--- src/itss_pkg.sv ---
// Shared types and constants for the interval timer with smoothed statistics.
// Used by every module of the block; depends on nothing.

package itss_pkg;

  localparam int unsigned TIME_W     = 32;
  localparam int unsigned TOTAL_W    = 48;
  localparam int unsigned COUNT_W    = 32;
  localparam int unsigned FRAC_W     = 16;
  localparam int unsigned SMOOTH_W   = TIME_W + FRAC_W;
  localparam int unsigned SF_W       = 16;
  localparam int unsigned RATE_FRAC  = 24;
  localparam int unsigned RATE_W     = RATE_FRAC + 1;
  localparam int unsigned OP_W       = 2;
  localparam int unsigned STATUS_W   = 2;

  localparam int unsigned OUT_FIELDS_W = STATUS_W + 1 + 1 + COUNT_W + 2 * TIME_W
                                         + SMOOTH_W + 3 * RATE_W;
  localparam int unsigned OUT_W      = ((OUT_FIELDS_W + 7) / 8) * 8;

  localparam int unsigned DIV_NUM_W  = 64;
  localparam int unsigned DIV_DEN_W  = TOTAL_W;
  localparam int unsigned DIV_Q_W    = TIME_W;
  localparam int unsigned DIV_CNT_W  = $clog2(DIV_Q_W + 1);

  localparam logic [SF_W-1:0] SF_RESET = SF_W'(58982);

  typedef enum logic [OP_W-1:0] {
    OP_START = 2'd0,
    OP_STOP  = 2'd1,
    OP_CLEAR = 2'd2,
    OP_READ  = 2'd3
  } op_e;

  typedef enum logic [STATUS_W-1:0] {
    ST_OK          = 2'd0,
    ST_RUNNING     = 2'd1,
    ST_NOT_STARTED = 2'd2
  } status_e;

  typedef enum logic [1:0] {
    ACT_NONE  = 2'd0,
    ACT_STOP  = 2'd1,
    ACT_CLEAR = 2'd2
  } act_e;

  typedef struct packed {
    act_e              act;
    status_e           status;
    logic              running;
    logic [TIME_W-1:0] dt;
  } cmd_t;

  typedef struct packed {
    logic                 start;
    logic                 wide;
    logic [DIV_NUM_W-1:0] num;
    logic [DIV_DEN_W-1:0] den;
  } div_req_t;

  typedef struct packed {
    logic               done;
    logic [DIV_Q_W-1:0] q;
  } div_rsp_t;

endpackage

--- src/interval_timer_with_smoothed_stats.sv ---
// Top level of the interval timer with smoothed statistics.
// Depends on itss_pkg, itss_front, itss_fifo, itss_back (with itss_div).

// Every request (start, stop, clear, read) returns exactly one result. The front end
// takes a request per cycle into a two-entry queue as long as the queue has room. The
// back end works on one request at a time: a result that reports no statistics (timer
// running or no interval recorded) passes from the pop through S_PREP to S_DONE; a
// result with statistics first runs the shared restoring divider, which produces
// one quotient bit per clock, 32 bits for the mean and 25 bits for each of the three
// rates. A result still waiting in the output register holds the next one back. The
// smoothing factor may be written only while no request is pending.

module interval_timer_with_smoothed_stats import itss_pkg::*; (
  input  logic              clk_i,
  input  logic              rst_ni,
  input  logic              cfg_valid_i,
  output logic              cfg_ready_o,
  input  logic [SF_W-1:0]   cfg_data_i,     // smoothing_factor
  input  logic              s_axis_tvalid,
  output logic              s_axis_tready,
  input  logic [TIME_W-1:0] s_axis_tdata,   // timestamp
  input  logic [OP_W-1:0]   s_axis_tuser,   // op
  output logic              m_axis_tvalid,
  input  logic              m_axis_tready,
  output logic [OUT_W-1:0]  m_axis_tdata    // status, running, ready_res, interval_count,
                                            // last_elapsed, mean_elapsed, smooth_elapsed,
                                            // last_rate, mean_rate, smooth_rate, zero pad
);

  logic push;
  logic full;
  logic pop;
  logic empty;
  cmd_t front_cmd;
  cmd_t back_cmd;

  itss_front u_front (
    .clk_i         (clk_i),
    .rst_ni        (rst_ni),
    .s_axis_tvalid (s_axis_tvalid),
    .s_axis_tready (s_axis_tready),
    .s_axis_tdata  (s_axis_tdata),
    .s_axis_tuser  (s_axis_tuser),
    .push_o        (push),
    .cmd_o         (front_cmd),
    .full_i        (full)
  );

  itss_fifo u_fifo (
    .clk_i   (clk_i),
    .rst_ni  (rst_ni),
    .push_i  (push),
    .cmd_i   (front_cmd),
    .full_o  (full),
    .pop_i   (pop),
    .empty_o (empty),
    .cmd_o   (back_cmd)
  );

  itss_back u_back (
    .clk_i       (clk_i),
    .rst_ni      (rst_ni),
    .cfg_valid_i (cfg_valid_i),
    .cfg_ready_o (cfg_ready_o),
    .cfg_data_i  (cfg_data_i),
    .empty_i     (empty),
    .cmd_i       (back_cmd),
    .pop_o       (pop),
    .m_valid_o   (m_axis_tvalid),
    .m_ready_i   (m_axis_tready),
    .m_data_o    (m_axis_tdata)
  );

endmodule

--- src/itss_front.sv ---
// Front end: accepts requests, tracks the start/stop state and measures intervals.
// Depends on itss_pkg; feeds commands into itss_fifo.

module itss_front import itss_pkg::*; (
  input  logic              clk_i,
  input  logic              rst_ni,
  input  logic              s_axis_tvalid,
  output logic              s_axis_tready,
  input  logic [TIME_W-1:0] s_axis_tdata,   // timestamp
  input  logic [OP_W-1:0]   s_axis_tuser,   // op
  output logic              push_o,
  output cmd_t              cmd_o,
  input  logic              full_i
);

  logic              timing_q, timing_d;
  logic [TIME_W-1:0] stamp_q, stamp_d;
  logic [TIME_W-1:0] diff;
  op_e               op;

  assign s_axis_tready = !full_i;
  assign push_o        = s_axis_tvalid && !full_i;
  assign op            = op_e'(s_axis_tuser);
  assign diff          = s_axis_tdata - stamp_q;

  always_comb begin
    timing_d      = timing_q;
    stamp_d       = stamp_q;
    cmd_o.act     = ACT_NONE;
    cmd_o.status  = ST_OK;
    cmd_o.dt      = (diff == '0) ? TIME_W'(1) : diff;
    case (op)
      OP_START: begin
        if (timing_q) begin
          cmd_o.status = ST_RUNNING;
        end else begin
          stamp_d  = s_axis_tdata;
          timing_d = 1'b1;
        end
      end
      OP_STOP: begin
        if (!timing_q) begin
          cmd_o.status = ST_NOT_STARTED;
        end else begin
          timing_d  = 1'b0;
          cmd_o.act = ACT_STOP;
        end
      end
      OP_CLEAR: begin
        timing_d  = 1'b0;
        stamp_d   = s_axis_tdata;
        cmd_o.act = ACT_CLEAR;
      end
      default: begin
      end
    endcase
    cmd_o.running = timing_d;
  end

  always_ff @(posedge clk_i or negedge rst_ni) begin
    if (!rst_ni) begin
      timing_q <= 1'b0;
      stamp_q  <= '0;
    end else if (push_o) begin
      timing_q <= timing_d;
      stamp_q  <= stamp_d;
    end
  end

endmodule

--- src/itss_fifo.sv ---
// Two-entry command queue between the front end and the back end.
// Depends on itss_pkg for the command type.

module itss_fifo import itss_pkg::*; (
  input  logic clk_i,
  input  logic rst_ni,
  input  logic push_i,
  input  cmd_t cmd_i,
  output logic full_o,
  input  logic pop_i,
  output logic empty_o,
  output cmd_t cmd_o
);

  cmd_t       mem_q [2];
  logic       wr_q, rd_q;
  logic [1:0] cnt_q;

  assign full_o  = (cnt_q == 2'd2);
  assign empty_o = (cnt_q == 2'd0);
  assign cmd_o   = mem_q[rd_q];

  always_ff @(posedge clk_i) begin
    if (push_i) begin
      mem_q[wr_q] <= cmd_i;
    end
  end

  always_ff @(posedge clk_i or negedge rst_ni) begin
    if (!rst_ni) begin
      wr_q  <= 1'b0;
      rd_q  <= 1'b0;
      cnt_q <= 2'd0;
    end else begin
      if (push_i) begin
        wr_q <= !wr_q;
      end
      if (pop_i) begin
        rd_q <= !rd_q;
      end
      if (push_i && !pop_i) begin
        cnt_q <= cnt_q + 2'd1;
      end else if (pop_i && !push_i) begin
        cnt_q <= cnt_q - 2'd1;
      end
    end
  end

endmodule

--- src/itss_div.sv ---
// Shared restoring divider, one quotient bit per cycle, with saturation.
// Depends on itss_pkg; used by itss_back for the mean and the three rates.

module itss_div import itss_pkg::*; (
  input  logic     clk_i,
  input  logic     rst_ni,
  input  div_req_t req_i,
  output div_rsp_t rsp_o
);

  localparam logic [DIV_Q_W-1:0] RATE_MAX_Q = DIV_Q_W'(1) << RATE_FRAC;

  logic                 busy_q, busy_d;
  logic                 done_q, done_d;
  logic                 wide_q, wide_d;
  logic                 zero_q, zero_d;
  logic                 sat_q, sat_d;
  logic [DIV_CNT_W-1:0] cnt_q, cnt_d;
  logic [DIV_DEN_W-1:0] rem_q, rem_d;
  logic [DIV_DEN_W-1:0] den_q, den_d;
  logic [DIV_Q_W-1:0]   lo_q, lo_d;
  logic [DIV_Q_W-1:0]   q_q, q_d;
  logic [DIV_NUM_W-1:0] hi;
  logic [DIV_DEN_W:0]   trial;
  logic [DIV_DEN_W:0]   trial_sub;
  logic                 ge;

  assign hi        = req_i.wide ? (req_i.num >> DIV_Q_W) : (req_i.num >> RATE_W);
  assign trial     = {rem_q, lo_q[DIV_Q_W-1]};
  assign trial_sub = trial - {1'b0, den_q};
  assign ge        = (trial >= {1'b0, den_q});

  always_comb begin
    busy_d = busy_q;
    done_d = 1'b0;
    wide_d = wide_q;
    zero_d = zero_q;
    sat_d  = sat_q;
    cnt_d  = cnt_q;
    rem_d  = rem_q;
    den_d  = den_q;
    lo_d   = lo_q;
    q_d    = q_q;
    if (req_i.start) begin
      wide_d = req_i.wide;
      den_d  = req_i.den;
      zero_d = (req_i.den == '0);
      sat_d  = (hi >= DIV_NUM_W'(req_i.den));
      rem_d  = hi[DIV_DEN_W-1:0];
      lo_d   = req_i.wide ? req_i.num[DIV_Q_W-1:0]
                          : {req_i.num[RATE_W-1:0], {(DIV_Q_W-RATE_W){1'b0}}};
      q_d    = '0;
      cnt_d  = req_i.wide ? DIV_CNT_W'(DIV_Q_W) : DIV_CNT_W'(RATE_W);
      if (zero_d || sat_d) begin
        done_d = 1'b1;
      end else begin
        busy_d = 1'b1;
      end
    end else if (busy_q) begin
      rem_d = ge ? trial_sub[DIV_DEN_W-1:0] : trial[DIV_DEN_W-1:0];
      q_d   = {q_q[DIV_Q_W-2:0], ge};
      lo_d  = lo_q << 1;
      cnt_d = cnt_q - DIV_CNT_W'(1);
      if (cnt_q == DIV_CNT_W'(1)) begin
        busy_d = 1'b0;
        done_d = 1'b1;
      end
    end
  end

  always_comb begin
    rsp_o.done = done_q;
    if (zero_q) begin
      rsp_o.q = '0;
    end else if (sat_q) begin
      rsp_o.q = wide_q ? '1 : RATE_MAX_Q;
    end else if (!wide_q && (q_q > RATE_MAX_Q)) begin
      rsp_o.q = RATE_MAX_Q;
    end else begin
      rsp_o.q = q_q;
    end
  end

  always_ff @(posedge clk_i or negedge rst_ni) begin
    if (!rst_ni) begin
      busy_q <= 1'b0;
      done_q <= 1'b0;
      wide_q <= 1'b0;
      zero_q <= 1'b0;
      sat_q  <= 1'b0;
      cnt_q  <= '0;
    end else begin
      busy_q <= busy_d;
      done_q <= done_d;
      wide_q <= wide_d;
      zero_q <= zero_d;
      sat_q  <= sat_d;
      cnt_q  <= cnt_d;
    end
  end

  always_ff @(posedge clk_i) begin
    rem_q <= rem_d;
    den_q <= den_d;
    lo_q  <= lo_d;
    q_q   <= q_d;
  end

`ifndef SYNTH
  assert property (@(posedge clk_i) disable iff (!rst_ni) busy_q |-> !req_i.start)
    else $error("divider restarted while busy");
`endif

endmodule

--- src/itss_back.sv ---
// Back end: updates the statistics, runs the divisions and holds the result register.
// Depends on itss_pkg and itss_div; pops commands from itss_fifo.

module itss_back import itss_pkg::*; (
  input  logic             clk_i,
  input  logic             rst_ni,
  input  logic             cfg_valid_i,
  output logic             cfg_ready_o,
  input  logic [SF_W-1:0]  cfg_data_i,
  input  logic             empty_i,
  input  cmd_t             cmd_i,
  output logic             pop_o,
  output logic             m_valid_o,
  input  logic             m_ready_i,
  output logic [OUT_W-1:0] m_data_o
);

  typedef enum logic [7:0] {
    S_IDLE  = 8'b0000_0001,
    S_EMA   = 8'b0000_0010,
    S_PREP  = 8'b0000_0100,
    S_MEAN  = 8'b0000_1000,
    S_LRATE = 8'b0001_0000,
    S_MRATE = 8'b0010_0000,
    S_SRATE = 8'b0100_0000,
    S_DONE  = 8'b1000_0000
  } state_e;

  localparam logic [SF_W:0] ONE_Q = {1'b1, {SF_W{1'b0}}};
  localparam int unsigned   EMA_W = SMOOTH_W + 2;

  state_e                     state_q, state_d;
  logic [SF_W-1:0]            a_q, a_d;
  logic [TIME_W-1:0]          last_q, last_d;
  logic [TOTAL_W-1:0]         total_q, total_d;
  logic [SMOOTH_W-1:0]        smooth_q, smooth_d;
  logic [COUNT_W-1:0]         count_q, count_d;
  logic                       first_q, first_d;
  logic [TIME_W-1:0]          dt_q, dt_d;
  logic [TIME_W+SF_W-1:0]     phi_q, phi_d;
  logic [2*FRAC_W-1:0]        plo_q, plo_d;
  logic [TIME_W+SF_W:0]       pdt_q, pdt_d;
  status_e                    status_q, status_d;
  logic                       running_q, running_d;
  logic [TIME_W-1:0]          mean_q, mean_d;
  logic [RATE_W-1:0]          lrate_q, lrate_d;
  logic [RATE_W-1:0]          mrate_q, mrate_d;
  logic [RATE_W-1:0]          srate_q, srate_d;
  logic                       out_valid_q, out_valid_d;
  logic [OUT_W-1:0]           out_data_q, out_data_d;
  logic [TOTAL_W:0]           tot_sum;
  logic [EMA_W-1:0]           ema_sum;
  logic [SF_W:0]              inv_a;
  logic                       ready_res;
  div_req_t                   div_req;
  div_rsp_t                   div_rsp;

  itss_div u_div (
    .clk_i  (clk_i),
    .rst_ni (rst_ni),
    .req_i  (div_req),
    .rsp_o  (div_rsp)
  );

  assign cfg_ready_o = 1'b1;
  assign m_valid_o   = out_valid_q;
  assign m_data_o    = out_data_q;
  assign tot_sum     = {1'b0, total_q} + (TOTAL_W+1)'(cmd_i.dt);
  assign inv_a       = ONE_Q - {1'b0, a_q};
  assign ema_sum     = EMA_W'(pdt_q) + EMA_W'(phi_q) + EMA_W'(plo_q >> FRAC_W);
  assign ready_res   = !running_q && (count_q != '0);

  always_comb begin
    state_d     = state_q;
    a_d         = a_q;
    last_d      = last_q;
    total_d     = total_q;
    smooth_d    = smooth_q;
    count_d     = count_q;
    first_d     = first_q;
    dt_d        = dt_q;
    phi_d       = phi_q;
    plo_d       = plo_q;
    pdt_d       = pdt_q;
    status_d    = status_q;
    running_d   = running_q;
    mean_d      = mean_q;
    lrate_d     = lrate_q;
    mrate_d     = mrate_q;
    srate_d     = srate_q;
    out_valid_d = out_valid_q;
    out_data_d  = out_data_q;
    pop_o       = 1'b0;
    div_req     = '0;

    if (cfg_valid_i) begin
      a_d = cfg_data_i;
    end
    if (out_valid_q && m_ready_i) begin
      out_valid_d = 1'b0;
    end

    case (state_q)
      S_IDLE: begin
        if (!empty_i) begin
          pop_o     = 1'b1;
          status_d  = cmd_i.status;
          running_d = cmd_i.running;
          dt_d      = cmd_i.dt;
          state_d   = S_PREP;
          case (cmd_i.act)
            ACT_STOP: begin
              last_d  = cmd_i.dt;
              total_d = tot_sum[TOTAL_W] ? '1 : tot_sum[TOTAL_W-1:0];
              if (count_q != '1) begin
                count_d = count_q + COUNT_W'(1);
              end
              first_d = (count_q == '0);
              phi_d   = (TIME_W+SF_W)'(smooth_q[SMOOTH_W-1:FRAC_W]) * (TIME_W+SF_W)'(a_q);
              plo_d   = (2*FRAC_W)'(smooth_q[FRAC_W-1:0]) * (2*FRAC_W)'(a_q);
              pdt_d   = (TIME_W+SF_W+1)'(cmd_i.dt) * (TIME_W+SF_W+1)'(inv_a);
              state_d = S_EMA;
            end
            ACT_CLEAR: begin
              last_d   = '0;
              total_d  = '0;
              smooth_d = '0;
              count_d  = '0;
            end
            default: begin
            end
          endcase
        end
      end
      S_EMA: begin
        smooth_d = first_q ? {dt_q, {FRAC_W{1'b0}}} : ema_sum[SMOOTH_W-1:0];
        state_d  = S_PREP;
      end
      S_PREP: begin
        if (ready_res) begin
          div_req.start = 1'b1;
          div_req.wide  = 1'b1;
          div_req.num   = DIV_NUM_W'(total_q);
          div_req.den   = DIV_DEN_W'(count_q);
          state_d       = S_MEAN;
        end else begin
          state_d = S_DONE;
        end
      end
      S_MEAN: begin
        if (div_rsp.done) begin
          mean_d        = div_rsp.q;
          div_req.start = 1'b1;
          div_req.num   = DIV_NUM_W'(1) << RATE_FRAC;
          div_req.den   = DIV_DEN_W'(last_q);
          state_d       = S_LRATE;
        end
      end
      S_LRATE: begin
        if (div_rsp.done) begin
          lrate_d       = div_rsp.q[RATE_W-1:0];
          div_req.start = 1'b1;
          div_req.num   = DIV_NUM_W'(count_q) << RATE_FRAC;
          div_req.den   = DIV_DEN_W'(total_q);
          state_d       = S_MRATE;
        end
      end
      S_MRATE: begin
        if (div_rsp.done) begin
          mrate_d       = div_rsp.q[RATE_W-1:0];
          div_req.start = 1'b1;
          div_req.num   = DIV_NUM_W'(1) << (RATE_FRAC + FRAC_W);
          div_req.den   = DIV_DEN_W'(smooth_q);
          state_d       = S_SRATE;
        end
      end
      S_SRATE: begin
        if (div_rsp.done) begin
          srate_d = div_rsp.q[RATE_W-1:0];
          state_d = S_DONE;
        end
      end
      S_DONE: begin
        if (!out_valid_q || m_ready_i) begin
          out_valid_d = 1'b1;
          if (ready_res) begin
            out_data_d = OUT_W'({srate_q, mrate_q, lrate_q, smooth_q, mean_q,
                                 last_q, count_q, 1'b1, running_q, status_q});
          end else begin
            out_data_d = OUT_W'({count_q, 1'b0, running_q, status_q});
          end
          state_d = S_IDLE;
        end
      end
      default: begin
        state_d = S_IDLE;
      end
    endcase
  end

  always_ff @(posedge clk_i or negedge rst_ni) begin
    if (!rst_ni) begin
      state_q     <= S_IDLE;
      a_q         <= SF_RESET;
      last_q      <= '0;
      total_q     <= '0;
      smooth_q    <= '0;
      count_q     <= '0;
      out_valid_q <= 1'b0;
    end else begin
      state_q     <= state_d;
      a_q         <= a_d;
      last_q      <= last_d;
      total_q     <= total_d;
      smooth_q    <= smooth_d;
      count_q     <= count_d;
      out_valid_q <= out_valid_d;
    end
  end

  always_ff @(posedge clk_i) begin
    first_q    <= first_d;
    dt_q       <= dt_d;
    phi_q      <= phi_d;
    plo_q      <= plo_d;
    pdt_q      <= pdt_d;
    status_q   <= status_d;
    running_q  <= running_d;
    mean_q     <= mean_d;
    lrate_q    <= lrate_d;
    mrate_q    <= mrate_d;
    srate_q    <= srate_d;
    out_data_q <= out_data_d;
  end

`ifndef SYNTH
  assert property (@(posedge clk_i) disable iff (!rst_ni) total_q >= TOTAL_W'(count_q))
    else $error("total ticks below interval count");
  assert property (@(posedge clk_i) disable iff (!rst_ni)
    (count_q < $past(count_q)) |-> (count_q == '0))
    else $error("interval count decreased without clear");
  assert property (@(posedge clk_i) disable iff (!rst_ni)
    div_req.start |-> (state_q != S_IDLE) && (state_q != S_DONE) && (state_q != S_EMA))
    else $error("division started outside the statistics sequence");
`endif

endmodule

--- config.mk ---
export PLATFORM = sky130hd
export DESIGN_NAME = interval_timer_with_smoothed_stats
export DESIGN_NICKNAME = d
export VERILOG_FILES = /design/src/itss_pkg.sv /design/src/interval_timer_with_smoothed_stats.sv /design/src/itss_front.sv /design/src/itss_fifo.sv /design/src/itss_div.sv /design/src/itss_back.sv
export SDC_FILE = /design/constraint.sdc
export NUM_CORES = 2
export LEC_CHECK = 0
export BUFFER_PORTS_ARGS = -buffer_cell sky130_fd_sc_hd__buf_2
export CORE_MARGIN = 2
export CORE_UTILIZATION = 30
export CTS_CLUSTER_SIZE = 28
export DETAILED_ROUTE_END_ITERATION = 10
export HOLD_SLACK_MARGIN = 0.03
export PLACE_DENSITY = 0.43
export SLEW_MARGIN = 20
export SYNTH_ARGS = -nofsm -noshare
export SYNTH_HDL_FRONTEND = slang
export SYNTH_SLANG_ARGS = --single-unit
--- constraint.sdc ---
create_clock -name clk_i -period 18.6 [get_ports clk_i]
set_input_delay 4.65 -clock clk_i [delete_from_list [all_inputs] [get_ports clk_i]]
set_output_delay 4.65 -clock clk_i [all_outputs]
set_load 0.01 [all_outputs]
==> results.md <==
- Status: complete, no violations
- F_max: 102.5 MHz
- Final nets: about 11,000
- Worst hold path depth: 0
- Crit. End Element: flip-flop
- Slew HR: 0.2794
- #FFs+latches synth: between 900 and 1,000
- Ys async rst share: 0.2466
- Critical Path Stages: 27
- PostCTS Resize Cnt: 0
- Core Area: 287,700 um2
- Crit path max fanout: 52
- Post-route ant nets: 0
- Max-slew violation count: 0
- Crit Path Class: reg -> reg
- CTS H-Tree Depth: 3
- Placed insts: 12,540
- Syn Area/Cell: 9.885 um2
- Post-synth cell types: 102
- Top cell family by delay on the critical path: adder cells
- Overflow after GRT: 0
- Worst min path class: reg -> reg
- CP max stage cell: or4b_2
- Max cap viols: 0
- Min cycle time layout: 9.755 ns
- Post-Syn Area: about 87,000 um2
- Period utilization: 0.5245
- Commonest non-fill, non-tap cells in the layout: 1,369 x inv_1, 1,298 x nand2_1, 1,079 x fa_1, 680 x edfxtp_1, 566 x ha_1
- Reg2reg path depth: 27
- Register Area: 26,920 um2
- Placer Congestion: 0.8895
- Worst-Margin Slew: 1.078 ns
- Post-Route Skew: 0.04710 ns
- Core Util, Final: 0.3349
- Num rows: approximately 200
- Port Buffers: 279
- CP Launch Type: flip-flop
- Setup TNS: 0 ns
- Multi-input logic area: 53,010 um2
- Clk buf depth: 3
- Share of cells above drive strength 1: 0.08464
- Vias in the first global route: 66,750
- Final Hold Fails: 0
- First-pass GRT wire length: 437.4 mm
- Width of the die: 541.2 um
- DRC: 0
- Sequential-to-total area share from yosys stat: 0.3108
- Crit path largest cell delay: 0.74 ns
- Vias per cell: 4.905
- Initial antenna violation count: 16
- Required @ worst endpoint: 19.09 ns
- CTS tree: yes
- Post-route insts no fill: between 10,000 and 15,000
- CP arrival: 10.24 ns
- WL/cell: 22.67 um
- Clock transition at path regs: 0.07 ns
- Worst path buffer plus inverter count: 2
- RSZ-0062 raised after global routing: false
- GRT Total Usage: 0.1987
- Ys flop type: edfxtp_1
- Worst-Skew Late Latency: ~0.76 ns
- Largest net degree at the start of global routing: 191
- # setup viols final: 0
- Clock root cell: clkbuf_16
- Chip height: 541.2 um
- Setup bufs post-CTS: 0
- I/O pins: between 200 and 300
- Fillcell total: between 20,000 and 30,000
- Met1 Usage GRT: 0.2569
- Grt met2 use: 0.3408
- Area growth syn-to-layout: 11.29%
- Most common cell after layout, fill and taps aside: inv_1
- Cts bufs inserted: ~110
- Synth Net Count: 10,460
- Yosys warning total: 0
- Initial Utilization: 0.3009
- Syn Inst Count: 8,757
- Die area: 292,900 um2
- DR pass1 iterations: 6
- Via count: between 60,000 and 70,000
- Hold buffer count at cts: 0
- 1st-iter DRT viols: slightly below 4,000
- Post-detail-place hpwl: between 200 and 250 mm
- Number of synthesized flops with an enable pin: 680
- # clock sinks: 945
- Met3 Usage GRT: 0.02394
- Routed wire length: roughly 290 mm
- Grt peak-use layer: met2
- Worst path most repeated cell: fa_1
-- path summary, 6_finish.rpt --
kind / from / to / slack [ns]
max: u_back.a_q[5]$_DFFE_PN1P_ / u_back.pdt_q[45]$_DFFE_PP_ / 8.85
min: u_back.status_q[0]$_DFFE_PP_ / u_back.m_data_o[0]$_DFFE_PP_ / 0.43
max reg2reg: u_back.a_q[5]$_DFFE_PN1P_ / u_back.pdt_q[45]$_DFFE_PP_ / 8.85
min reg2reg: u_back.status_q[0]$_DFFE_PP_ / u_back.m_data_o[0]$_DFFE_PP_ / 0.43
max in group asynchronous: rst_ni / u_back.a_q[7]$_DFFE_PN0P_ / 12.19
min in group asynchronous: rst_ni / u_front.stamp_q[22]$_DFFE_PN0P_ / 3.83
-- synthesized netlist by cell type, drive strengths merged (22+ instances only) --
| cell type | count | area (um2) |
|---|---|---|
| a31oi | 50 | 319.1 |
| dfxtp | 32 | 640.6 |
| mux2 | 22 | 247.7 |
| edfxtp | 680 | 20420 |
| nand2b | 41 | 256.5 |
| xnor2 | 186 | 1629 |
| xor2 | 104 | 910.9 |
| a21oi | 336 | 1693 |
| a22oi | 55 | 412.9 |
| nor2b | 46 | 287.8 |
| dfrtp | 223 | 5580 |
| mux2i | 80 | 800.8 |
| o21a | 45 | 337.8 |
| ha | 567 | 7094 |
| o31ai | 54 | 420.4 |
| inv | 1372 | 5150 |
| nor2 | 459 | 1730 |
| a21o | 166 | 1246 |
| nand4 | 61 | 381.6 |
| nor4 | 34 | 225.2 |
| o21ai | 291 | 1479 |
| nor3 | 70 | 375.4 |
| nand2 | 1298 | 4872 |
| buf | 63 | 281.5 |
| and3 | 31 | 198.9 |
| a22o | 26 | 227.7 |
| nand3 | 88 | 440.4 |
| and2 | 499 | 3122 |
| fa | 1079 | 21600 |
| clkbuf | 390 | 1464 |
| o21bai | 72 | 540.5 |
-- kinds of logic after synthesis --
logic type	count (synthesis)	share of synthesized area
buf+inv	1830	0.07987
other cells	2	0.00008676
simple gates	2697	0.1437
xor+xnor	290	0.02934
compound gates	1245	0.09265
mux	102	0.01211
flops	945	0.3108
fa+ha+maj	1646	0.3315
-- state kept, by name (all words and copies together) (netlist names), 16 cells and up --
signal,cells
u_back.mean_q,32
u_back.lrate_q,25
u_back.u_div.den_q,48
u_fifo.mem_q,74
u_back.phi_q,48
u_back.u_div.lo_q,32
u_back.smooth_q,48
u_back.count_q,32
u_back.u_div.rem_q,48
u_back.last_q,32
u_back.a_q,16
u_back.pdt_q,48
u_back.u_div.q_q,32
u_back.srate_q,25
u_back.mrate_q,25
u_back.m_data_o,223
u_front.stamp_q,32
u_back.plo_q,16
u_back.total_q,48
u_back.dt_q,32
-- through the flow --
stage	worst slack [ns]	area (um2)	hold slack, ns
4_1_cts	8.878	96310	0.4318
6_report	8.845	96340	0.4284
5_1_grt	8.230	96320	0.4447
2_1_floorplan	3.206	86570	0.4003
3_3_place_gp	8.916	92540	0.4073
3_5_place_dp	8.872	92540	0.4130
-- cell type report --
cell class / count / share of cell area
multi-input combinational: 5982 / 0.5502
timing repair buffer: 450 / 0.02818
inverter: 1377 / 0.05369
antenna: 10 / 0.0002597
clock buffer: 144 / 0.03171
clock inverter: 69 / 0.007494
tap: 3781 / 0.04910
sequential: 945 / 0.2794
-- per-layer routing --
layer | wire length, um | share of wire | up-vias
met2 | 140500 | 0.49 | 1518
met4 | 11210 | 0.039 | 6
met1 | 124500 | 0.43 | 32240
met5 | 46 | 0.00016 | -
met3 | 12900 | 0.045 | 383
li1 | - | - | 28430
-- worst reg2reg max path: stages, from the launching register on --
cell      delay, ns
dfstp_2        0.36
buf_4          0.39
nor4_2         0.50
nand2b_1       0.13
nor2_1         0.24
nand2_1        0.17
or4b_2         0.74
xor2_1         0.74
nand2_1        0.17
fa_1           0.52
fa_1           0.50
inv_1          0.05
fa_1           0.51
fa_1           0.44
fa_1           0.52
fa_1           0.42
ha_1           0.34
a21o_1         0.17
a21o_1         0.20
o21ai_1        0.13
o211ai_1       0.23
a221oi_2       0.56
o31ai_2        0.20
a211oi_2       0.39
a21oi_1        0.14
nor4_1         0.39
o31ai_1        0.18
xnor2_1        0.15
Power is not shown: default switching activity piles up to over one toggle a cycle in this logic, so the estimate is an artifact.
